## src/design/fmbq_pkg.sv

```systemverilog
// Shared types and constants for the front/middle/back queue.
package fmbq_pkg;

	// Default geometry
	localparam int DefCapacity  = 64;
	localparam int DefDataWidth = 32;

	// Fixed field widths of the channels
	localparam int CmdW   = 3;
	localparam int ValueW = 32;
	localparam int OccW   = 7;

	typedef enum logic [CmdW-1:0] {
		CMD_PUSH_FRONT = 3'd0,
		CMD_PUSH_MID   = 3'd1,
		CMD_PUSH_BACK  = 3'd2,
		CMD_POP_FRONT  = 3'd3,
		CMD_POP_MID    = 3'd4,
		CMD_POP_BACK   = 3'd5
	} cmd_t;

	typedef enum logic [1:0] {
		ST_DONE  = 2'd0,
		ST_EMPTY = 2'd1,
		ST_FULL  = 2'd2
	} status_t;

	// What every cell of the row does: hold, insert or remove
	typedef enum logic [1:0] {
		SH_HOLD = 2'd0,
		SH_INS  = 2'd1,
		SH_REM  = 2'd2
	} shift_op_t;

	typedef struct packed {
		shift_op_t op;
		status_t   status;
	} ctl_t;

endpackage

```

## src/design/fmbq_ctrl.sv

```systemverilog
// Command decode and entry count for the queue row.
module fmbq_ctrl #(
	parameter int CAPACITY = fmbq_pkg::DefCapacity,
	parameter int POS_W    = $clog2(CAPACITY),
	parameter int CNT_W    = $clog2(CAPACITY + 1)
) (
	input  logic                        clk,
	input  logic                        arst_n,
	input  logic                        fire,
	input  logic [fmbq_pkg::CmdW-1:0]   command,
	output fmbq_pkg::ctl_t              ctl,
	output logic [POS_W-1:0]            pos,
	output logic [CNT_W-1:0]            count_next
);
	import fmbq_pkg::*;

	logic [CNT_W-1:0] count_q;
	logic [CNT_W-1:0] count_dec;
	logic [CNT_W-1:0] pos_wide;
	logic             full;
	logic             empty;
	cmd_t             cmd;
	ctl_t             ctl_raw;

	assign cmd       = cmd_t'(command);
	assign full      = (count_q == CNT_W'(CAPACITY));
	assign empty     = (count_q == '0);
	assign count_dec = count_q - 1'b1;

	// Decode the command into a row operation and a status
	always_comb begin
		ctl_raw.op     = SH_HOLD;
		ctl_raw.status = ST_DONE;
		unique case (cmd)
			CMD_PUSH_FRONT, CMD_PUSH_MID, CMD_PUSH_BACK: begin
				if (full) begin
					ctl_raw.status = ST_FULL;
				end else begin
					ctl_raw.op = SH_INS;
				end
			end
			CMD_POP_FRONT, CMD_POP_MID, CMD_POP_BACK: begin
				if (empty) begin
					ctl_raw.status = ST_EMPTY;
				end else begin
					ctl_raw.op = SH_REM;
				end
			end
			default: begin
				ctl_raw.op     = SH_HOLD;
				ctl_raw.status = ST_DONE;
			end
		endcase
	end

	// Select the affected position
	always_comb begin
		case (cmd)
			CMD_PUSH_MID:  pos_wide = count_q >> 1;
			CMD_PUSH_BACK: pos_wide = count_q;
			CMD_POP_MID:   pos_wide = count_dec >> 1;
			CMD_POP_BACK:  pos_wide = count_dec;
			default:       pos_wide = '0;
		endcase
	end

	assign pos = pos_wide[POS_W-1:0];

	// Gate the row operation with the handshake
	always_comb begin
		ctl = ctl_raw;
		if (!fire) begin
			ctl.op = SH_HOLD;
		end
	end

	always_comb begin
		case (ctl_raw.op)
			SH_INS:  count_next = count_q + 1'b1;
			SH_REM:  count_next = count_dec;
			default: count_next = count_q;
		endcase
	end

	// Advance the entry count on each accepted transaction
	always_ff @(posedge clk or negedge arst_n) begin
		if (!arst_n) begin
			count_q <= '0;
		end else if (fire) begin
			count_q <= count_next;
		end
	end

	a_count_bound: assert property (@(posedge clk) disable iff (!arst_n)
		count_q <= CNT_W'(CAPACITY))
		else $error("entry count above capacity");

	a_full_only_at_cap: assert property (@(posedge clk) disable iff (!arst_n)
		(fire && ctl.status == ST_FULL) |-> (count_q == CNT_W'(CAPACITY)))
		else $error("push dropped while space remains");

	a_ins_grows: assert property (@(posedge clk) disable iff (!arst_n)
		(fire && ctl.op == SH_INS) |=> (count_q == CNT_W'($past(count_q) + 1'b1)))
		else $error("insert did not grow the count");

	a_rem_shrinks: assert property (@(posedge clk) disable iff (!arst_n)
		(fire && ctl.op == SH_REM) |=> (count_q == CNT_W'($past(count_q) - 1'b1)))
		else $error("remove did not shrink the count");

endmodule

```

## config.mk

```make
export PLATFORM = sky130hd
export DESIGN_NAME = fmbq_ctrl
export DESIGN_NICKNAME = d
export VERILOG_FILES = /design/src/design/fmbq_pkg.sv /design/src/design/fmbq_ctrl.sv
export SDC_FILE = /design/constraint.sdc
export NUM_CORES = 1
export LEC_CHECK = 0
export BUFFER_PORTS_ARGS = -buffer_cell sky130_fd_sc_hd__buf_4
export CAP_MARGIN = 15
export CORE_ASPECT_RATIO = 2
export CORE_MARGIN = 2
export CORE_UTILIZATION = 38
export DETAILED_ROUTE_END_ITERATION = 8
export RECOVER_POWER = 50
export SLEW_MARGIN = 25
export SYNTH_ARGS = -nofsm -noshare
export SYNTH_HDL_FRONTEND = slang
export SYNTH_SLANG_ARGS = --single-unit
```

## constraint.sdc

```tcl
create_clock -name clk -period 3.05 [get_ports clk]
set_input_delay 0.4575 -clock clk [delete_from_list [all_inputs] [get_ports clk]]
set_output_delay 0.4575 -clock clk [all_outputs]
set_load 0.005 [all_outputs]
```

### After elaboration in Yosys (flattened, before gate mapping)

Index checks and enable logic that the tools add are counted.

| word-level totals | value |
|---|---|
| register bits | 7 |
| bits of input ports | 6 |
| output and inout port bits | 17 |
| logic and storage cells | 23 |

| operators by class | value |
|---|---|
| add/sub/neg operators | 2 |
| equal/unequal tests | 8 |
| muxes and demuxes | 8 |
| reduce and logical (&&, ||, !) cells | 4 |

Operators with widths:

| cell | number |
|---|---|
| one-hot mux 6 bit (4 select lines) | 1 |
| one-hot mux 7 bit (2 select lines) | 1 |
| one-hot mux 4 bit (2 select lines) | 1 |
| adder 7 x 1 -> 7 bit (second input constant) | 1 |
| == test 7 bit (second input constant) | 1 |
| logical NOT 7 bit | 1 |
| subtractor 7 x 1 -> 7 bit (second input constant) | 1 |
| == test 3 x 2 -> 1 bit (second input constant) | 2 |
| == test 3 bit (second input constant) | 2 |
| two-way mux 2 bit | 3 |
| OR reduction 3 bit | 2 |
| == test 3 x 1 -> 1 bit (second input constant) | 1 |
| logical NOT 3 bit | 1 |
| == test 2 x 1 -> 1 bit (second input constant) | 1 |
| == test 2 bit (second input constant) | 1 |
| two-way mux 1 bit | 2 |

### Logic depth before layout (Yosys ltp)

Gate-level depths: netlist of run 1.

| depth | value |
|---|---|
| depth after elaboration | 5 |
| depth in mapped cells | 12 |
| depth with buffers taken out | 10 |

### Least setup slack after synthesis of run 1

OpenSTA, ideal clock, no wires.

| timing path | value |
|---|---|
| path type | input port to output port |
| start point | input port command[1] in the netlist's numbering |
| end point | output port count_next[5] |
| arrival time | 2.348 ns |
| data required time | 2.592 ns |
| setup slack | 0.244 ns |
| cell stages on the path | 10 |
| buffers on the path | 2 |
| path through | clkbuf_1 nor2b_1 a21oi_1 a41oi_1 ha_1 clkbuf_1 inv_1 o32a_1 o21bai_1 o21a_1 |

| between the ends | value |
|---|---|
| longest elaborated chain between the ends | 5 |
| elaborated cells on any way between the ends | 12 |
| classes of those cells | eq/ne: 7; mux: 2; reduce/logical: 3 |

Ends and longest elaborated chain:

| element | RTL line | RTL |
|---|---|---|
| start: declaration | fmbq_ctrl.sv:10 | `input logic [fmbq_pkg::CmdW-1:0] command,` |
| == test 3 bit (tied with other cells) | fmbq_ctrl.sv:34 | `unique case (cmd)` |
| OR reduction 3 bit | fmbq_ctrl.sv:34 |  |
| one-hot mux 4 bit (2 select lines) (*) | fmbq_ctrl.sv:34 |  |
| == test 2 bit / == test 2 x 1 -> 1 bit (equally long branches) | fmbq_ctrl.sv:78 | `case (ctl_raw.op)` |
| one-hot mux 7 bit (2 select lines) (*) | fmbq_ctrl.sv:78 |  |
| end: declaration | fmbq_ctrl.sv:13 | `output logic [CNT_W-1:0] count_next` |

Every way passes the cells marked *; elsewhere a longest branch is shown, timed or not.

### Final worst setup path of run 1

Ends and elaborated chain as after synthesis.

==> flow_summary.toml, run 1 <==
[run_status]
outcome = "finished clean"

[synth]
synth_most_common_cell = "o21ai_0"
most_area_consuming_cells_after_synthesis = "dfrtp_1 17%, o21ai_0 8.7%, ha_1 6.1%"
post_synth_most_frequent_cells = "18 x o21ai_0, 11 x inv_1, 11 x nand2_1"
synth-main-ff-cell = "dfrtp_1"
synth_top_area_share_pct = 17.0
netlist_instances = 147
yosysUniqueCellTypes = 41
avgSynthCellArea_um2 = 7.01
yosysWarningCount = 0
async_reset_ff_share_pct = 100
synth.ff_latch_count = 7
synthDominantAreaCellType = "dfrtp_1"
ys_seq_area_share_pct = 17.0
synth-edff-count = 0
netlist_area_mm2 = 0.00103
mapped_nets = 158

[sta]
setup-tns-final_ns = 0
max_freq_mhz = 354
setup_violations = 0
grt_setup_unrepaired = "no"
worst-slew-pin-transition_ns = 0.426
timing_hold_violations_final = 0
finalWorstPathRequiredPeriod_ns = 2.83
slew_viol_final = 0
hold_slack_ns = 0.141
timing.clock.skew_ns = 0.00195
final.period_utilization_pct = 92.7
worst_rel_slew_slack_pct = 71.6

[global_route]
number_of_global_route_vias_before_repair = 1159
grt_max_degree = 15
track_usage_pct = 22.5
number_of_antenna_violations_at_the_first_check_in_global_routing = 0
overflow_left_after_global_routing = 0
global_route_wire_length_before_repair_um = 5130

[pwr]
power.share.switching_pct = 47.3
seq_power_share_pct = 14.2
logic_pwr_share_pct = 75.6
total_leakage_power_nw = 0.576
share_clk_of_total_power_pct = 10.2
max-vdd-ir-drop_uv = 447
internal-power_mw = 0.658
total_switching_power_mw = 0.590
power_per_cell_area_mw_per_mm2 = 971

[final_layout]
largest_register_ffs = 7
nets = 182
layout.filler_cells = 269
syn_to_final_growth_pct = 24.6
fin_area_mm2 = 0.00128
share_of_post_route_cells_with_drive_strength_above_1_pct = 22.9
largestRegisters = "count_q x7"
regMostFlops = "count_q"
n_antenna_cell = 0

[clocking]
number_of_cts_inserted_buffers = 3
clock_insertion_delay_worst_skew_ns = 0.22
htree_levels = 1
tritoncts_num_sinks = 7
postCtsHoldBufs = 0
post_cts_clock_slew_at_the_launch_and_capture_registers_of_the_worst_setup_and_hold_paths_ns = 0.04
cts_post_setup_buffers_inserted = 0
clockRootBuffer = "clkbuf_8"
tritoncts_clock_tree = "done"
ctsLongestPathBuffers = 2

[min_path]
class_of_the_tightest_hold_or_removal_check = "in -> async"

[die]
die_w_um = 40.8
area_of_the_placeable_core_mm2 = 0.00257
die-area_mm2 = 0.00317
die_y_um = 77.7
rows = 26
initial_utilization_pct = 40.1
pin_count = 23

[worst_setup_path]
arrival_ns = 2.37
rr_worst_depth = 8
path_max_fanout = 9
crit_type = "in -> out"
required_ns = 2.59
cp-end-kind = "output port"
worstSetupStartpointType = "primary input"

[route]
drt-pass1-iter-count = 4
vias = 1177
drt-initial-drc-count = 48
routed_via_density = 5.94
drt_drc_violations_left = 0
routed_wire_length_per_instance_um = 15.9
drt_wl_total_um = 3150
ant_nets = 0

[placement]
port-buffer-count = 22
gp_congestion = 0.873
post_dp_cell_area_mm2 = 0.00124
place.detailed.hpwl_um = 2450

[flow_run]
max-cap-violations = 0
[final timing paths]
| kind | end | slack [ns] | start |
|---|---|---|---|
| setup reg to reg | count_q[0] | 0.79 | count_q[5] |
| hold reg to reg | count_q[6] | 0.60 | count_q[6] |
| setup / recovery | count_next[5] | 0.22 | command[1] |
| min in group clk | count_q[1] | 0.52 | fire |
| hold / removal | count_q[4] | 0.14 | arst_n |
| max in group asynchronous | count_q[0] | 2.61 | arst_n |
[cells by family after synthesis]
kind of cell | after synthesis | share of synthesized area, %
AOI/OAI and AO/OA | 55 | 34.5
and+or+nand+nor | 48 | 24.8
buffers and inverters | 24 | 9.95
DFF | 7 | 17.0
muxes | 5 | 5.22
adders and majority gates | 5 | 6.07
xor gates and xnor gates | 3 | 2.55
[layout by cell type (no fill, tap or decap), types with 2 or more instances in the layout]
master,n
nor2_1,8
and3_1,3
o22ai_1,3
o2bb2ai_1,2
o21a_1,3
mux2i_1,2
a22oi_1,4
o22a_1,2
buf_4,29
xnor2_1,2
o21bai_1,2
nand3_1,5
nand2b_1,4
dfrtp_1,7
and2_1,2
a21oi_1,9
ha_1,5
nor3_1,2
nand2_1,11
nand4_1,3
a31oi_1,3
mux2_2,3
clkbuf_1,2
clkbuf_4,2
clkbuf_8,3
o21ai_0,17
nor2b_1,5
inv_1,11
[power by group through the flow]
stage                     clock, mW  combinational [mW]  sequential [mW]
after global placement            0               0.940            0.172
after detailed placement          0               0.945            0.175
after floorplan                   0               0.606            0.166
after global routing          0.136                1.04            0.182
final                         0.128               0.944            0.177
after CTS                     0.131               0.952            0.174
[layer usage]
layer,wire length (um),GRT usage (%)
met5,0,0
met4,57,12.3
met3,52,1.43
met2,1890,40.0
met1,1150,22.7
[timing repair]
item / CTS / global route
endpoints found under the hold margin: 0 / 0
resized for setup: 0 / 2
endpoints found under the setup margin: 0 / 2
[worst max-delay path: stages]
cell and delay, ns:
buf_4 0.13, nor2b_1 0.25, a21oi_1 0.13, a41oi_1 0.28, inv_1 0.08, ha_1 0.29
inv_1 0.13, a31oi_1 0.07, nand4b_1 0.22, o21a_1 0.20, buf_4 0.13
[metrics by stage]
stage                     power, mW  setup WS (ns)  utilization [%]  cells
final                          1.25          0.224             50.0    198
after global routing           1.36        0.00162             50.0    198
after CTS                      1.26          0.172             50.2    198
after detailed placement       1.12          0.206             48.4    194
after global placement         1.11          0.297             48.4    194
after floorplan               0.772          0.244                -    147
[layout make-up]
class / instances / area [um^2] / share of cell area, %
Sequential cell: 7 / 175 / 13.6
Inverter: 11 / 41.3 / 3.21
Multi-Input combinational cell: 116 / 752 / 58.5
Clock buffer: 4 / 45.0 / 3.51
Timing Repair Buffer: 32 / 236 / 18.4
Tap cell: 28 / 35.0 / 2.73
Note: power is estimated with default switching activity, not from simulation.
==> run 2, diff against run 1 <==
--- a/config.mk
+++ b/config.mk
@@ -10,7 +10,9 @@
 export CORE_ASPECT_RATIO = 2
 export CORE_MARGIN = 2
 export CORE_UTILIZATION = 38
+export CTS_BUF_LIST = sky130_fd_sc_hd__clkbuf_4
 export DETAILED_ROUTE_END_ITERATION = 8
+export PLACE_DENSITY_LB_ADDON = 0.3
 export RECOVER_POWER = 50
 export SLEW_MARGIN = 25
 export SYNTH_ARGS = -nofsm -noshare
==> run 2 against run 1 <==
Against the previous run:
- routed wire length down 2.1%
- combinational power is 0.6% higher
- critical endpoint is now count_next[0]
- critical path depth down 2
==> flow_summary.toml, run 2 (synthesized netlist as in run 1, its figures left out) <==
[worst_setup_path]
slowest_delay_ns = 0.46
path_max_fanout = 10
crit_path_cells = "nor2_1 -> buf_4 -> a41oi_1 -> inv_1 -> ha_2 -> inv_1 -> o21ai_0 -> o21ai_0 -> buf_4"
arrival_ns = 2.39
worstSetupStartpointType = "flop"
critical-path-slowest-cell = "dfrtp_2"
cp-end-kind = "output port"
required_ns = 2.59
crit_type = "reg -> out"

[route]
routed_via_density = 6.14
drt_wl_total_um = 3090
routed-wl-met2_um = 1650
highest_routed_metal_layer = "met4"
total_routed_wire_length_on_the_met1_layer_um = 1140
vias = 1215
routed_wire_length_per_instance_um = 15.6
drt_drc_violations_left = 0
ant_nets = 0
drt-initial-drc-count = 53
drt-pass1-iter-count = 4
met3RoutedLength_um = 131

[sta]
setup_violations = 0
finalWorstPathRequiredPeriod_ns = 2.85
max_freq_mhz = 351
timing_hold_violations_final = 0
timing.clock.skew_ns = 0.00496
setup-tns-final_ns = 0
grt_setup_unrepaired = "no"
final.period_utilization_pct = 93.4
worst_rel_slew_slack_pct = 70.9
worst-slew-pin-transition_ns = 0.436
hold_slack_ns = 0.0998
finalWorstSetupSlack_ns = 0.202
slew_viol_final = 0

[die]
area_of_the_placeable_core_mm2 = 0.00257
die_w_um = 40.8
rows = 26
die_y_um = 77.7
initial_utilization_pct = 40.1
pin_count = 23
die-area_mm2 = 0.00317

[final_layout]
largestRegisters = "count_q x7"
layout.cells.most_common_list = "27 x buf_4, 18 x o21ai_0, 11 x inv_1, 11 x nand2_1"
n_antenna_cell = 0
nets = 182
regMostFlops = "count_q"
share_of_post_route_cells_with_drive_strength_above_1_pct = 25.3
syn_to_final_growth_pct = 23.9
layout.cells.most_common = "buf_4"
largest_register_ffs = 7
layout.filler_cells = 257

[clocking]
tritoncts_num_sinks = 7
number_of_cts_inserted_buffers = 3
cts_post_setup_buffers_inserted = 0
ctsLongestPathBuffers = 2
postCtsHoldBufs = 0
tritoncts_clock_tree = "done"
clock_insertion_delay_worst_skew_ns = 0.26
post_cts_clock_slew_at_the_launch_and_capture_registers_of_the_worst_setup_and_hold_paths_ns = 0.06
htree_levels = 1
clockRootBuffer = "clkbuf_4"

[min_path]
class_of_the_tightest_hold_or_removal_check = "in -> async"

[global_route]
grt_max_degree = 15
overflow_left_after_global_routing = 0
number_of_global_route_vias_before_repair = 1178
track_usage_pct = 22.0
global_route_wire_length_before_repair_um = 5110
number_of_antenna_violations_at_the_first_check_in_global_routing = 0

[pwr]
power_per_cell_area_mw_per_mm2 = 958
total_leakage_power_nw = 0.566
max-vdd-ir-drop_uv = 439

[placement]
placement.setup.worst_slack_ns = 0.255
gp_congestion = 0.948
place.detailed.hpwl_um = 2400
port-buffer-count = 22

[flow_run]
max-cap-violations = 0

[run_status]
outcome = "finished clean"
run 2: cell types whose count changed in the layout (fill, tap and decap cells not counted), moves of 2 or more:
cell      previous run  this run
clkbuf_8             3         0
clkbuf_4             2         8
ha_2                 0         2
buf_4               29        27
ha_1                 5         3
run 2: stage by stage:
step           power (mW)  cell area, um^2  cells  utilization [%]
4_1_cts              1.22             1270    198             49.6
2_1_floorplan       0.772             1030    147                -
3_3_place_gp         1.09             1240    194             48.4
5_1_grt              1.35             1280    198             49.7
3_5_place_dp         1.11             1240    194             48.4
6_report             1.22             1280    198             49.7
run 2: final timing paths:
path	slack [ns]	from	depth (start not counted)	endpoint
worst max register to register	0.79	count_q[5]	8	count_q[2]
worst min register to register	0.59	count_q[6]	1	count_q[6]
max in group asynchronous	2.62	arst_n	1	count_q[5]
min in group clk	0.48	fire	2	count_q[1]
worst max-delay path	0.20	count_q[5]	9	count_next[0]
worst min-delay path	0.1	arst_n	1	count_q[6]
run 2: where the power goes:
part / internal (mW) / switching, mW / leakage (nW)
logic: 0.443 / 0.507 / 0.457
clock network: 0.0593 / 0.0413 / 0.0184
registers: 0.135 / 0.0391 / 0.0901
total: 0.637 / 0.587 / 0.566
run 2: routing by layer:
| layer | global-route usage [%] | vias up |
|---|---|---|
| met5 | 0 | - |
| met4 | 13.3 | 0 |
| met3 | 1.43 | 19 |
| met2 | 36.7 | 53 |
| met1 | 24.3 | 564 |
| li1 | - | 579 |
run 2: worst max-delay path: cells and delay by family, from the launching register on:
kind / cells / cell delay [ns]
compound gates: 3 / 0.70
buf+inv: 4 / 0.57
flops: 1 / 0.46
fa+ha+maj: 1 / 0.30
simple gates: 1 / 0.09
run 2: repair_timing:
| item | 4_1_cts | 5_1_grt |
|---|---|---|
| gates resized for setup | 0 | 3 |
| hold endpoints to repair | 0 | 0 |
| endpoints found under the setup margin | 0 | 5 |
run 2: cell type report:
cell class,instances,area [um^2],share of cell area [%]
Inverter,11,41.3,3.23
Tap cell,28,35.0,2.74
Sequential cell,7,176,13.8
Timing Repair Buffer,32,236,18.5
Clock buffer,4,30.0,2.35
Multi-Input combinational cell,116,758,59.4
