## src/design/fmbq_pkg.sv

```systemverilog
// Shared types and constants for the front/middle/back queue.
package fmbq_pkg;

	// Default geometry
	localparam int DefCapacity  = 64;
	localparam int DefDataWidth = 32;

	// Fixed field widths of the channels
	localparam int CmdW   = 3;
	localparam int ValueW = 32;
	localparam int OccW   = 7;

	typedef enum logic [CmdW-1:0] {
		CMD_PUSH_FRONT = 3'd0,
		CMD_PUSH_MID   = 3'd1,
		CMD_PUSH_BACK  = 3'd2,
		CMD_POP_FRONT  = 3'd3,
		CMD_POP_MID    = 3'd4,
		CMD_POP_BACK   = 3'd5
	} cmd_t;

	typedef enum logic [1:0] {
		ST_DONE  = 2'd0,
		ST_EMPTY = 2'd1,
		ST_FULL  = 2'd2
	} status_t;

	// What every cell of the row does: hold, insert or remove
	typedef enum logic [1:0] {
		SH_HOLD = 2'd0,
		SH_INS  = 2'd1,
		SH_REM  = 2'd2
	} shift_op_t;

	typedef struct packed {
		shift_op_t op;
		status_t   status;
	} ctl_t;

endpackage

```

## src/design/fmbq_cell.sv

```systemverilog
// One storage cell of the queue row: holds one entry and shifts with its neighbours.
module fmbq_cell #(
	parameter int DATA_WIDTH = fmbq_pkg::DefDataWidth,
	parameter int POS_W      = 6,
	parameter int IDX        = 0
) (
	input  logic                    clk,
	input  fmbq_pkg::shift_op_t     op,
	input  logic [POS_W-1:0]        pos,
	input  logic [DATA_WIDTH-1:0]   left_data,
	input  logic [DATA_WIDTH-1:0]   right_data,
	input  logic [DATA_WIDTH-1:0]   ins_data,
	output logic [DATA_WIDTH-1:0]   data,
	output logic [DATA_WIDTH-1:0]   rd_part
);
	import fmbq_pkg::*;

	logic [DATA_WIDTH-1:0] data_q;
	logic                  at_pos;
	logic                  behind_pos;

	assign at_pos     = (POS_W'(IDX) == pos);
	assign behind_pos = (POS_W'(IDX) > pos);

	// Shift towards the back on insert, towards the front on remove
	always_ff @(posedge clk) begin
		case (op)
			SH_INS: begin
				if (behind_pos) begin
					data_q <= left_data;
				end else if (at_pos) begin
					data_q <= ins_data;
				end
			end
			SH_REM: begin
				if (behind_pos || at_pos) begin
					data_q <= right_data;
				end
			end
			default: begin
				data_q <= data_q;
			end
		endcase
	end

	assign data    = data_q;
	// Drive the shared read bus only when addressed
	assign rd_part = data_q & {DATA_WIDTH{at_pos}};

endmodule

```

## config.mk

```make
export PLATFORM = sky130hd
export DESIGN_NAME = fmbq_cell
export DESIGN_NICKNAME = d
export VERILOG_FILES = /design/src/design/fmbq_pkg.sv /design/src/design/fmbq_cell.sv
export SDC_FILE = /design/constraint.sdc
export NUM_CORES = 1
export LEC_CHECK = 0
export ABC_AREA = 1
export BUFFER_PORTS_ARGS = -buffer_cell sky130_fd_sc_hd__buf_2
export CORE_ASPECT_RATIO = 0.7
export CORE_MARGIN = 2
export CORE_UTILIZATION = 35
export DETAILED_ROUTE_END_ITERATION = 12
export HOLD_SLACK_MARGIN = 0.1
export PLACE_DENSITY = 0.8
export SYNTH_ARGS = -nofsm -noshare
export SYNTH_HDL_FRONTEND = slang
export SYNTH_SLANG_ARGS = --single-unit
```

## constraint.sdc

```tcl
create_clock -name clk -period 2.95 [get_ports clk]
set_input_delay 0.59 -clock clk [delete_from_list [all_inputs] [get_ports clk]]
set_output_delay 0.59 -clock clk [all_outputs]
set_load 0.02 [all_outputs]
```

==> Word-level counts from Yosys, hierarchy flattened <==
Index checks and enable logic that the tools add are counted.
{ "classes": {"n_lt_le_gt_ge": 1, "n_eq_ne": 4, "n_mux": 4, "n_bitwise": 1, "n_reduce_logical": 4} }
{ "ops": {"columns": ["op", "n"], "rows": [
  ["$mux W32", 3],
  ["$pmux W32 S2", 1],
  ["$and A32 B32 Y32", 1],
  ["$gt A1 B6 Y1 const A", 1],
  ["$logic_not A6 Y1", 1],
  ["$ne A3 B3 Y1 const B", 1],
  ["$reduce_and A3 Y1", 1],
  ["$eq A2 B1 Y1 const B", 1],
  ["$eq A2 B2 Y1 const B", 1],
  ["$ne A2 B2 Y1 const B", 1],
  ["$reduce_bool A2 Y1", 1],
  ["$logic_or A1 B1 Y1", 1]
]} }
{ "word_totals": {"reg_bits": 32, "in_bits": 105, "out_inout_bits": 64, "wordCells": 15} }

==> Depth between registers and ports, before layout <==
Gate-level depths: netlist of the first run.
{ "logic_depth": {"depth_word": 4, "depth_mapped": 5, "ltp_nobuf": 4} }

==> Worst setup path after synthesis of the first run <==
No wires, ideal clock.
{ "synth_timing": {"path_kind": "input to register", "from": "in pos[1]", "to": "reg data_q[0] (netlist: data[0]), enable pin", "setup_ns": 0.421, "arrival_ns": 2.246, "t_required_ns": 2.529, "path_slack_ns": 0.283, "path_stages": 3, "n_path_buf": 0, "cell_sequence": "nor2_1 nand3_2 nor2_1"} }
{ "synth_via": {"elab_chain_cells": 4, "word_cells_on_any_way": 6, "cone_classes": "1 x order compare; 2 x eq/ne; 3 x reduce/logical"} }
{ "synth_rtl": {"columns": ["item", "line", "source"], "rows": [
  ["start: declaration", "fmbq_cell.sv:9", "input logic [POS_W-1:0] pos,"],
  ["$gt A1 B6 Y1 / $logic_not A6 Y1 (equally long branches)", "fmbq_cell.sv:23, fmbq_cell.sv:22", null],
  ["$logic_or A1 B1 Y1", "fmbq_cell.sv:36", "if (behind_pos || at_pos) begin"],
  ["$ne A2 B2 Y1 (no line)", null, null],
  ["$reduce_and A3 Y1 (no line) (*)", null, null],
  ["end signal: assignment", "fmbq_cell.sv:30", "data_q <= left_data;"],
  ["end signal: assignment", "fmbq_cell.sv:37", "data_q <= right_data;"],
  ["end signal: assignment", "fmbq_cell.sv:41", "data_q <= data_q;"],
  ["end: declaration", "fmbq_cell.sv:18", "logic [DATA_WIDTH-1:0] data_q;"]
]} }
Mark *: on every way between the ends. The rest lies on a longest branch, timed or not.
A chain may end at the register's enable or synchronous reset.

==> Worst setup path after layout of the first run <==
{ "layout_timing": {"from": "in pos[1]", "to": "out rd_part[8]"} }
{ "layout_via": {"elab_chain_cells": 2} }
{ "layout_rtl": {"columns": ["item", "line", "source"], "rows": [
  ["$logic_not A6 Y1", "fmbq_cell.sv:22", "assign at_pos = (POS_W'(IDX) == pos);"],
  ["$and A32 B32 Y32", "fmbq_cell.sv:48", "assign rd_part = data_q & {DATA_WIDTH{at_pos}};"],
  ["end: declaration", "fmbq_cell.sv:14", "output logic [DATA_WIDTH-1:0] rd_part"]
]} }
Every way passes these cells.

==> summary.txt, run 1 <==
GRT
  – Fraction of met1 tracks used by global routing: 0.195
  – Wire length of the first global-routing pass: 7.56 mm
  – Peak-usage layer in the global routing report: met2
  – Largest net degree at the start of global routing: 33
  – Global routing met2 resource utilization: 0.291
  – Met3 demand-to-capacity share in global routing: 0.0384
  – Vias in the first global route: 1,616
  – Total track usage: 0.163
  – Initial antenna violation count: 0
  – Total congestion overflow: 0

Yosys
  – Mean post-synth cell area: slightly below 9 um^2
  – Cells after synthesis: 213
  – Yosys warning count: 0
  – Number of library cell types mapped by synthesis: 14
  – Sequential element share of the synthesized area: 0.521
  – Mapped cell area: roughly 1800 um^2
  – Total of flip-flops plus latches after synthesis: 32
  – Mapped Nets: approximately 320

Setup path
  – Slowest cell delay on critical path: roughly 0.23 ns
  – Top cell family by delay on the critical path: buffers and inverters
  – Count of buffer and inverter cells on the critical path: 3
  – Setup CP Type: in -> out
  – Worst-path fanout max: 18
  – CP dominant cell by count: buf_2
  – Critical Path Source Type: primary input
  – Worst path slowest cell: buf_4
  – Data arrival time at the worst-slack endpoint: 1.41 ns
  – Crit end category: output port
  – Required time worst endpoint: 2.36 ns
  – Cell chain of the critical path: buf_2 > nor2_1 > nand3_2 > buf_4 > nor2_2 > buf_2

Detailed routing
  – DRC violation total after the first TritonRoute iteration: 83
  – Sum of routed wire length over all layers: 4.70 mm
  – Antenna Violating Nets Remaining: 0
  – Number of optimization iterations in the first detailed-route pass: 4
  – Via-to-Cell Ratio: ~4.3
  – Routed length per placed instance: 11.2 um
  – Number of remaining DRC errors: 0
  – Total number of vias: between 1,500 and 2,000

Placed design
  – Placed wire-length estimate after detailed placement: around 3.6 mm
  – Number of buffers added on ports: 136
  – GPL Wtd Cong: between 0.7 and 0.8

Timing
  – Fraction of the cycle the final worst path needs: 0.678
  – Max transition margin: 0.577
  – Highest attainable clock frequency: 0.500 GHz
  – Actual transition at the worst max-transition pin: 0.632 ns
  – Min Clock Period, post-route: ~2 ns
  – Slew Viols, Final: 0
  – RSZ-0062 raised after global routing: no
  – Number of setup violations in the final report: 0
  – Final hold violations: 0
  – Setup_tns: 0 ns

Floorplan
  – Count of pins on the block boundary: around 170
  – Total die area: 5870 um^2
  – Width of the chip: 90.7 um
  – Area of the core: ~5100 um^2
  – Die extent in y: 64.7 um
  – Placement Rows: 22
  – Initial standard-cell utilization of the core: 0.358

CTS
  – Hold buffers post-CTS: 0
  – Clock slew at reported path FFs: 0.06 ns
  – Cts bufs inserted: 5
  – Clock tree from TritonCTS: done
  – Resize count post-CTS: 0
  – Sink count of the clock tree: 32
  – Clock root buffer master: clkbuf_8
  – Htree depth: 2
  – Post-CTS repair timing setup buffer count: 0
  – Deepest clock path buffer count: 2

Power
  – P per Cell Area: 360 nW/um^2
  – Power after layout: 0.953 mW
  – Static Leakage: 1.48 nW
  – Max rail drop VDD: 0.193 mV

Final layout
  – Fraction of final layout cells sized beyond drive strength 1: 0.519
  – Synthesis-to-finish area growth: 43.6%
  – Number of flip-flops in the largest register: 32
  – Count of antenna diodes in the layout: 0
  – Nets: 453

Outcome
  – Result of the run: finished, final reports clean

Hold path
  – Worst Hold Class: in -> reg

Job
  – Max_cap viols: 0
[Yosys cell counts]
library cell | count | area share
nand3_2 | 1 | 0.0054
nand2_2 | 1 | 0.0034
buf_2 | 6 | 0.016
buf_4 | 1 | 0.0041
xnor2_1 | 1 | 0.0048
inv_1 | 32 | 0.065
buf_6 | 6 | 0.037
edfxtp_1 | 32 | 0.52
nor2_1 | 5 | 0.010
inv_2 | 1 | 0.0020
nor2_4 | 3 | 0.018
nor2_2 | 28 | 0.095
nand3_1 | 32 | 0.087
nand2_1 | 64 | 0.13
[layer usage]
layer | up-vias | part of all wire | wire [um]
li1 | 929 | - | -
met1 | 802 | 0.44 | 2090
met2 | 87 | 0.48 | 2240
met3 | 4 | 0.071 | 336
met4 | 0 | 0.0081 | 38
met5 | - | 0 | 0
[metrics by stage]
stage | std cells | utilization | instance area [um^2] | hold slack (ns) | setup slack [ns]
global route | 421 | 0.514 | 2650 | 0.563 | 0.870
floorplan | 213 | - | 1840 | 0.769 | 0.283
global placement | 413 | 0.499 | 2570 | 0.854 | 0.855
CTS | 421 | 0.514 | 2650 | 0.565 | 0.941
finish | 421 | 0.514 | 2650 | 0.578 | 0.951
detailed placement | 413 | 0.499 | 2570 | 0.858 | 0.833
[report_power, final]
group / internal [mW] / total [mW] / switching, mW
sequential: 0.508 / 0.510 / 0.00154
clock: 0.164 / 0.313 / 0.149
combinational: 0.0595 / 0.130 / 0.0706
total: 0.732 / 0.953 / 0.221
[worst paths after layout]
check / start / endpoint / slack [ns] / cells past startpoint
max: pos[1] / rd_part[8] / 0.95 / 6
min: ins_data[21] / data[21] / 0.58 / 3
[layout make-up]
type	instances	area [um^2]
clock buffer	7	76.3
clock inverter	1	3.75
fill	486	2500
inverter	33	124
multi-input combinational	135	661
sequential	32	961
tap	72	90.1
timing repair buffer	141	731
[tightest hold or removal path, stage by stage]
cell,delay (ns)
buf_2,0.07
nand2_1,0.04
nand2_1,0.04
[cell usage in the layout, fill, tap and decap left out]
cell type and count:
buf_4 4, nor2_1 4, edfxtp_1 32, buf_2 136, xnor2_1 1, inv_1 32
nor2_4 4, inv_2 1, nand2_2 1, clkinv_1 1, buf_12 1, nand3_2 1
nand3_1 32, clkbuf_8 5, clkbuf_1 2, nand2_1 64, nor2_2 28
[cells by family (layout without fill, tap and decap cells)]
kind of cell,Yosys count,in the layout,share of synthesized area
DFF,32,32,0.521
xor gates and xnor gates,1,1,0.00475
buffers and inverters,46,182,0.124
and+or+nand+nor,134,134,0.350
Power figures use the tool's default switching activity.
==> run 2: changes to the inputs <==
--- a/config.mk
+++ b/config.mk
@@ -5,14 +5,14 @@
 export SDC_FILE = /design/constraint.sdc
 export NUM_CORES = 1
 export LEC_CHECK = 0
-export ABC_AREA = 1
+export ABC_AREA = 0
 export BUFFER_PORTS_ARGS = -buffer_cell sky130_fd_sc_hd__buf_2
 export CORE_ASPECT_RATIO = 0.7
 export CORE_MARGIN = 2
 export CORE_UTILIZATION = 35
 export DETAILED_ROUTE_END_ITERATION = 12
 export HOLD_SLACK_MARGIN = 0.1
-export PLACE_DENSITY = 0.8
+export PLACE_DENSITY = 0.83
 export SYNTH_ARGS = -nofsm -noshare
 export SYNTH_HDL_FRONTEND = slang
 export SYNTH_SLANG_ARGS = --single-unit
==> constraint.sdc (replaced) <==
create_clock -name clk -period 2 [get_ports clk]
set_input_delay 0.4 -clock clk [delete_from_list [all_inputs] [get_ports clk]]
set_output_delay 0.4 -clock clk [all_outputs]
set_load 0.02 [all_outputs]
==> summary.txt, run 2 <==
Outcome
  – Result of the run: finished, final reports clean (unchanged)

Floorplan
  – Placement Rows: 21 (was 22)
  – Total die area: 5400 um^2 (was 5870 um^2)
  – Width of the chip: 87 um (was 90.7 um)
  – Count of pins on the block boundary: 169 (unchanged)
  – Initial standard-cell utilization of the core: 0.359 (was 0.358)
  – Area of the core: 4700 um^2 (was 5150 um^2)
  – Die extent in y: 62.1 um (was 64.7 um)

Placed design
  – Total instance count after detailed placement: 302 (was 413)
  – Placed wire-length estimate after detailed placement: 3.61 mm (was 3.57 mm)
  – GPL Wtd Cong: 0.773 (was 0.742)
  – Number of buffers added on ports: 136 (unchanged)

Timing
  – Final hold violations: 0 (unchanged)
  – Actual transition at the worst max-transition pin: 0.326 ns (was 0.632 ns)
  – RSZ-0062 raised after global routing: no (unchanged)
  – Slew Viols, Final: 0 (unchanged)
  – Setup_tns: 0 ns (unchanged)
  – Fraction of the cycle the final worst path needs: 0.911
  – Post-Route Hold Slack: 0.420 ns (was 0.578 ns)
  – Highest attainable clock frequency: 0.549 GHz
  – Min Clock Period, post-route: 1.82 ns
  – Max transition margin: 0.783 (was 0.577)
  – Number of setup violations in the final report: 0 (unchanged)

Final layout
  – Count of antenna diodes in the layout: 0 (unchanged)
  – Nets: 357 (was 453)
  – Most common cell after layout, fill and taps aside: buf_2 (unchanged)
  – Filler-free cell count of the finished design: 310 (was 421)
  – Fraction of final layout cells sized beyond drive strength 1: 0.751 (was 0.519)
  – Core occupancy in the finished layout: 0.540 (was 0.514)
  – Number of flip-flops in the largest register: 32 (unchanged)
  – Synthesis-to-finish area growth: 50.6% (was 43.6%)
  – Commonest cells after routing, fill and taps aside: 136 x buf_2, 32 x edfxtp_1, 29 x and3_1 (was 136 x buf_2, 64 x nand2_1, 32 x nand3_1, 32 x inv_1, 32 x edfxtp_1)

CTS
  – Cts bufs inserted: 5 (unchanged)
  – Htree depth: 2 (unchanged)
  – Deepest clock path buffer count: 2 (unchanged)
  – Clock tree from TritonCTS: done (unchanged)
  – Clock slew at reported path FFs: 0.07 ns (was 0.06 ns)
  – Hold buffers post-CTS: 0 (unchanged)
  – Post-CTS repair timing setup buffer count: 0 (unchanged)
  – Sink count of the clock tree: 32 (unchanged)
  – Clock root buffer master: clkbuf_8 (unchanged)
  – Resize count post-CTS: 0 (unchanged)

Job
  – Max_cap viols: 0 (unchanged)

GRT
  – Largest net degree at the start of global routing: 26 (was 33)
  – Total track usage: 0.165 (was 0.163)
  – Wire length of the first global-routing pass: 6.60 mm (was 7.56 mm)
  – Initial antenna violation count: 0 (unchanged)
  – Total congestion overflow: 0 (unchanged)
  – Vias in the first global route: 1,424 (was 1,616)

Power
  – Power after layout: 1.54 mW (was 0.953 mW)
  – P per Cell Area: 608 nW/um^2 (was 360 nW/um^2)
  – Max rail drop VDD: 0.439 mV (was 0.193 mV)
  – Static Leakage: 1.33 nW (was 1.48 nW)

Yosys
  – Most frequent cell after synthesis: edfxtp_1 (was nand2_1)
  – Number of library cell types mapped by synthesis: 11 (was 14)
  – Mean post-synth cell area: 15.2 um^2 (was 8.65 um^2)
  – Most used flip-flop cell after synthesis: edfxtp_1 (unchanged)
  – Synth top area cells: edfxtp_1 57%, mux2_2 17%, and3_1 11% (was edfxtp_1 52%, nand2_1 13%, nor2_2 9.5%)
  – Fraction of registers with async set/reset: 0 (unchanged)
  – Yosys warning count: 0 (unchanged)
  – Mapped Nets: 216 (was 318)
  – Total of flip-flops plus latches after synthesis: 32 (unchanged)
  – Top-area cell type share of the netlist area: 0.569 (was 0.521)
  – Cells after synthesis: 111 (was 213)
  – Mapped cell area: 1690 um^2 (was 1840 um^2)
  – Library cell with the largest summed area after synthesis: edfxtp_1 (unchanged)
  – EDFF count, synth: 32 (unchanged)
  – Sequential element share of the synthesized area: 0.569 (was 0.521)
  – Top cell types by occurrence after synthesis: 32 x edfxtp_1, 30 x and3_1, 25 x mux2_2 (was 64 x nand2_1, 32 x edfxtp_1, 32 x inv_1, 32 x nand3_1, 28 x nor2_2)

Setup path
  – Critical Path Source Type: primary input (unchanged)
  – Worst path slowest cell: nor4_4 (was buf_4)
  – Crit end category: output port (unchanged)
  – Setup CP Type: in -> out (unchanged)
  – Worst-path fanout max: 17 (was 18)
  – CP dominant cell by count: buf_2 (unchanged)
  – Data arrival time at the worst-slack endpoint: 1.42 ns (was 1.41 ns)
  – Slowest cell delay on critical path: 0.31 ns (was 0.23 ns)
  – Top cell family by delay on the critical path: buffers and inverters (unchanged)
  – Required time worst endpoint: 1.60 ns (was 2.36 ns)
  – Count of buffer and inverter cells on the critical path: 3 (unchanged)
  – Cell chain of the critical path: buf_2 > nor4_4 > buf_4 > and3_2 > buf_2 (was buf_2 > nor2_1 > nand3_2 > buf_4 > nor2_2 > buf_2)

Hold path
  – Worst Hold Class: in -> reg (unchanged)

Detailed routing
  – Number of remaining DRC errors: 0 (unchanged)
  – Via-to-Cell Ratio: 4.74 (was 4.33)
  – Total number of vias: 1,470 (was 1,822)
  – Number of optimization iterations in the first detailed-route pass: 4 (unchanged)
  – Routed length per placed instance: 14.4 um (was 11.2 um)
  – Antenna Violating Nets Remaining: 0 (unchanged)
  – Sum of routed wire length over all layers: 4.47 mm (was 4.70 mm)
  – DRC violation total after the first TritonRoute iteration: 53 (was 83)
-- run 2: changes by cell type after synthesis, moves of 7 or more --
cell and delta:
and3_1 +30, inv_1 -32, mux2_2 +25, mux2_4 +7, nand2_1 -64, nand3_1 -32, nor2_2 -28
-- run 2: report_power, final --
part / internal (mW) / switching, mW
logic: 0.118 / 0.0788
registers: 0.748 / 0.00220
clock network: 0.369 / 0.228
total: 1.24 / 0.309
-- run 2: final cells by class --
| type | instances | area [um^2] |
|---|---|---|
| clock buffer | 6 | 72.6 |
| tap | 57 | 71.3 |
| timing repair buffer | 144 | 753 |
| fill | 403 | 2160 |
| sequential | 32 | 961 |
| multi-input combinational | 69 | 648 |
| clock inverter | 2 | 35.0 |
-- run 2: cell families after synthesis --
logic type                count (synthesis)  share of synthesized area
xor gates and xnor gates                  1                    0.00519
and+or+nand+nor                          36                      0.143
buffers and inverters                    10                     0.0534
DFF                                      32                      0.569
muxes                                    32                      0.229
-- run 2: stage by stage --
stage / setup slack (ns) / area [um^2]
2_1_floorplan: 0.149 / 1690
3_3_place_gp: 0.189 / 2430
3_5_place_dp: 0.186 / 2430
4_1_cts: 0.181 / 2540
5_1_grt: 0.119 / 2540
6_report: 0.178 / 2540
-- run 2: layer usage --
layer / track usage / vias to the layer above / part of all wire
met3: 0.0638 / 7 / 0.081
li1: - / 705 / -
met5: 0 / - / 0
met4: 0.0449 / 0 / 0.012
met2: 0.277 / 79 / 0.49
met1: 0.197 / 679 / 0.42
-- run 2: worst paths after layout --
kind / start / to / slack [ns] / cells after the start
max: pos[3] / rd_part[0] / 0.18 / 5
min: right_data[1] / data[1] / 0.42 / 2
==> run 3: changes to the inputs <==
--- a/config.mk
+++ b/config.mk
@@ -10,6 +10,7 @@
 export CORE_ASPECT_RATIO = 0.7
 export CORE_MARGIN = 2
 export CORE_UTILIZATION = 35
+export CTS_BUF_LIST = sky130_fd_sc_hd__clkbuf_4 sky130_fd_sc_hd__clkbuf_8
 export DETAILED_ROUTE_END_ITERATION = 12
 export HOLD_SLACK_MARGIN = 0.1
 export PLACE_DENSITY = 0.83
==> constraint.sdc (replaced) <==
create_clock -name clk -period 1.83 [get_ports clk]
set_input_delay 0.366 -clock clk [delete_from_list [all_inputs] [get_ports clk]]
set_output_delay 0.366 -clock clk [all_outputs]
set_load 0.02 [all_outputs]
==> summary.txt, run 3 (synthesis results as in run 2) <==
Timing
  – Setup_tns: 0 ns (unchanged)
  – Number of setup violations in the final report: 0 (unchanged)
  – Actual transition at the worst max-transition pin: 0.270 ns (was 0.326 ns)
  – Max transition margin: 0.819 (was 0.783)
  – Min Clock Period, post-route: approximately 1.7 ns
  – Final hold violations: 0 (unchanged)
  – RSZ-0062 raised after global routing: no (unchanged)
  – Highest attainable clock frequency: 0.574 GHz
  – Slew Viols, Final: 0 (unchanged)
  – Worst setup slack after layout: 0.0867 ns (was 0.178 ns)
  – Post-Route Hold Slack: 0.381 ns (was 0.420 ns)
  – Fraction of the cycle the final worst path needs: 0.953

CTS
  – Clock slew at reported path FFs: 0.07 ns (about the same)
  – Hold buffers post-CTS: 0 (unchanged)
  – Clock tree from TritonCTS: done (unchanged)
  – Cts bufs inserted: 5 (unchanged)
  – Sink count of the clock tree: 32 (unchanged)
  – Post-CTS repair timing setup buffer count: 0 (unchanged)
  – Clock root buffer master: clkbuf_8 (unchanged)
  – Deepest clock path buffer count: 2 (unchanged)
  – Htree depth: 2 (unchanged)

Hold path
  – End of the worst hold path: data[16] (was data[1])
  – Launch instance of the worst min-delay path: ins_data[16] (was right_data[1])
  – Worst Hold Class: in -> reg (unchanged)
  – Hold Crit Depth: 2 (unchanged)

Outcome
  – Result of the run: finished, final reports clean (unchanged)

Floorplan
  – Area of the core: 4700 um^2 (unchanged)
  – Width of the chip: 87 um (unchanged)
  – Total die area: 5400 um^2 (unchanged)
  – Count of pins on the block boundary: 169 (unchanged)
  – Initial standard-cell utilization of the core: 0.359 (unchanged)
  – Die extent in y: 62.1 um (unchanged)
  – Placement Rows: 21 (unchanged)

Setup path
  – Crit end category: output port (unchanged)
  – Critical Path Source Type: primary input (unchanged)
  – Worst-path fanout max: 16 (was 17)
  – Required time worst endpoint: 1.46 ns (was 1.60 ns)
  – Setup CP Type: in -> out (unchanged)
  – Data arrival time at the worst-slack endpoint: 1.38 ns (was 1.42 ns)

GRT
  – Largest net degree at the start of global routing: 26 (unchanged)
  – Wire length of the first global-routing pass: 6.60 mm (unchanged)
  – Total congestion overflow: 0 (unchanged)
  – Total track usage: 0.164 (was 0.165)
  – Initial antenna violation count: 0 (unchanged)
  – Vias in the first global route: 1,443 (was 1,424)

Placed design
  – GPL Wtd Cong: 0.775 (was 0.773)
  – Post-Place Cell Area: 2450 um^2 (was 2430 um^2)
  – Number of buffers added on ports: 136 (unchanged)
  – Post-placement setup slack: 0.0536 ns (was 0.186 ns)
  – Placed wire-length estimate after detailed placement: 3.61 mm (about the same)

Detailed routing
  – DRC violation total after the first TritonRoute iteration: 40 (was 53)
  – Sum of routed wire length over all layers: 4.52 mm (was 4.47 mm)
  – Number of remaining DRC errors: 0 (unchanged)
  – Via-to-Cell Ratio: 4.75 (was 4.74)
  – Routed length per placed instance: 14.6 um (was 14.4 um)
  – Antenna Violating Nets Remaining: 0 (unchanged)
  – Number of optimization iterations in the first detailed-route pass: 4 (unchanged)
  – Total number of vias: 1,472 (was 1,470)

Power
  – P per Cell Area: 660 nW/um^2 (was 608 nW/um^2)
  – Static Leakage: 1.34 nW (was 1.33 nW)
  – Max rail drop VDD: 0.334 mV (was 0.439 mV)

Final layout
  – Commonest cells after routing, fill and taps aside: 136 x buf_2, 32 x edfxtp_1, 29 x and3_1 (unchanged)
  – Synthesis-to-finish area growth: 51.4% (was 50.6%)
  – Count of antenna diodes in the layout: 0 (unchanged)
  – Cell area after layout: 2560 um^2 (was 2540 um^2)
  – Nets: 357 (unchanged)
  – Core occupancy in the finished layout: 0.543 (was 0.540)
  – Total of fill cells in the finished design: 418 (was 403)
  – Most common cell after layout, fill and taps aside: buf_2 (unchanged)
  – Fraction of final layout cells sized beyond drive strength 1: 0.747 (was 0.751)
  – Number of flip-flops in the largest register: 32 (unchanged)

Job
  – Max_cap viols: 0 (unchanged)
run 3: critical path, stage by stage:
cell	delay, ns
buf_2	0.11
nor4_4	0.32
buf_4	0.25
and3_1	0.17
buf_2	0.16
run 3: cell type report:
type / instances / area [um^2] / share of cell area
multi-input combinational: 69 / 648 / 0.254
clock inverter: 3 / 37.5 / 0.0147
timing repair buffer: 144 / 769 / 0.301
clock buffer: 5 / 68.8 / 0.0269
tap: 57 / 71.3 / 0.0279
sequential: 32 / 961 / 0.376
run 3: report_power, final:
group	total (mW)	leakage, nW	internal (mW)	switching, mW
logic	0.219	0.994	0.133	0.0867
registers	0.820	0.288	0.818	0.00252
clock network	0.646	0.0532	0.396	0.250
run 3: routing by layer:
metal | track usage | routed length (um) | part of all wire | up-vias
li1 | - | - | - | 706
met1 | 0.190 | 1900 | 0.42 | 683
met2 | 0.283 | 2240 | 0.49 | 76
met3 | 0.0465 | 335 | 0.074 | 7
met4 | 0.0605 | 51 | 0.011 | 0
met5 | 0 | 0 | 0 | -
run 3: per-stage QoR:
| stage | std cells | power [mW] |
|---|---|---|
| floorplan | 111 | 0.953 |
| CTS | 310 | 1.71 |
| global route | 310 | 1.75 |
| global placement | 302 | 1.05 |
| finish | 310 | 1.69 |
| detailed placement | 302 | 1.06 |
run 3: worst max-delay path by stage:
stage	from	endpoint	slack [ns]	cells past startpoint
global placement	pos[3]	data[26]	0.07	5
global route	pos[3]	rd_part[29]	0.005	5
finish	pos[3]	rd_part[17]	0.09	5
CTS	pos[3]	rd_part[0]	0.07	5
floorplan	pos[3]	data[0]	0.01	3
detailed placement	pos[3]	data[2]	0.05	5
run 3: repair_timing:
action,4_1_cts,5_1_grt
endpoints found under the hold margin,0,0
endpoints found under the setup margin,0,1
resized for setup,0,1
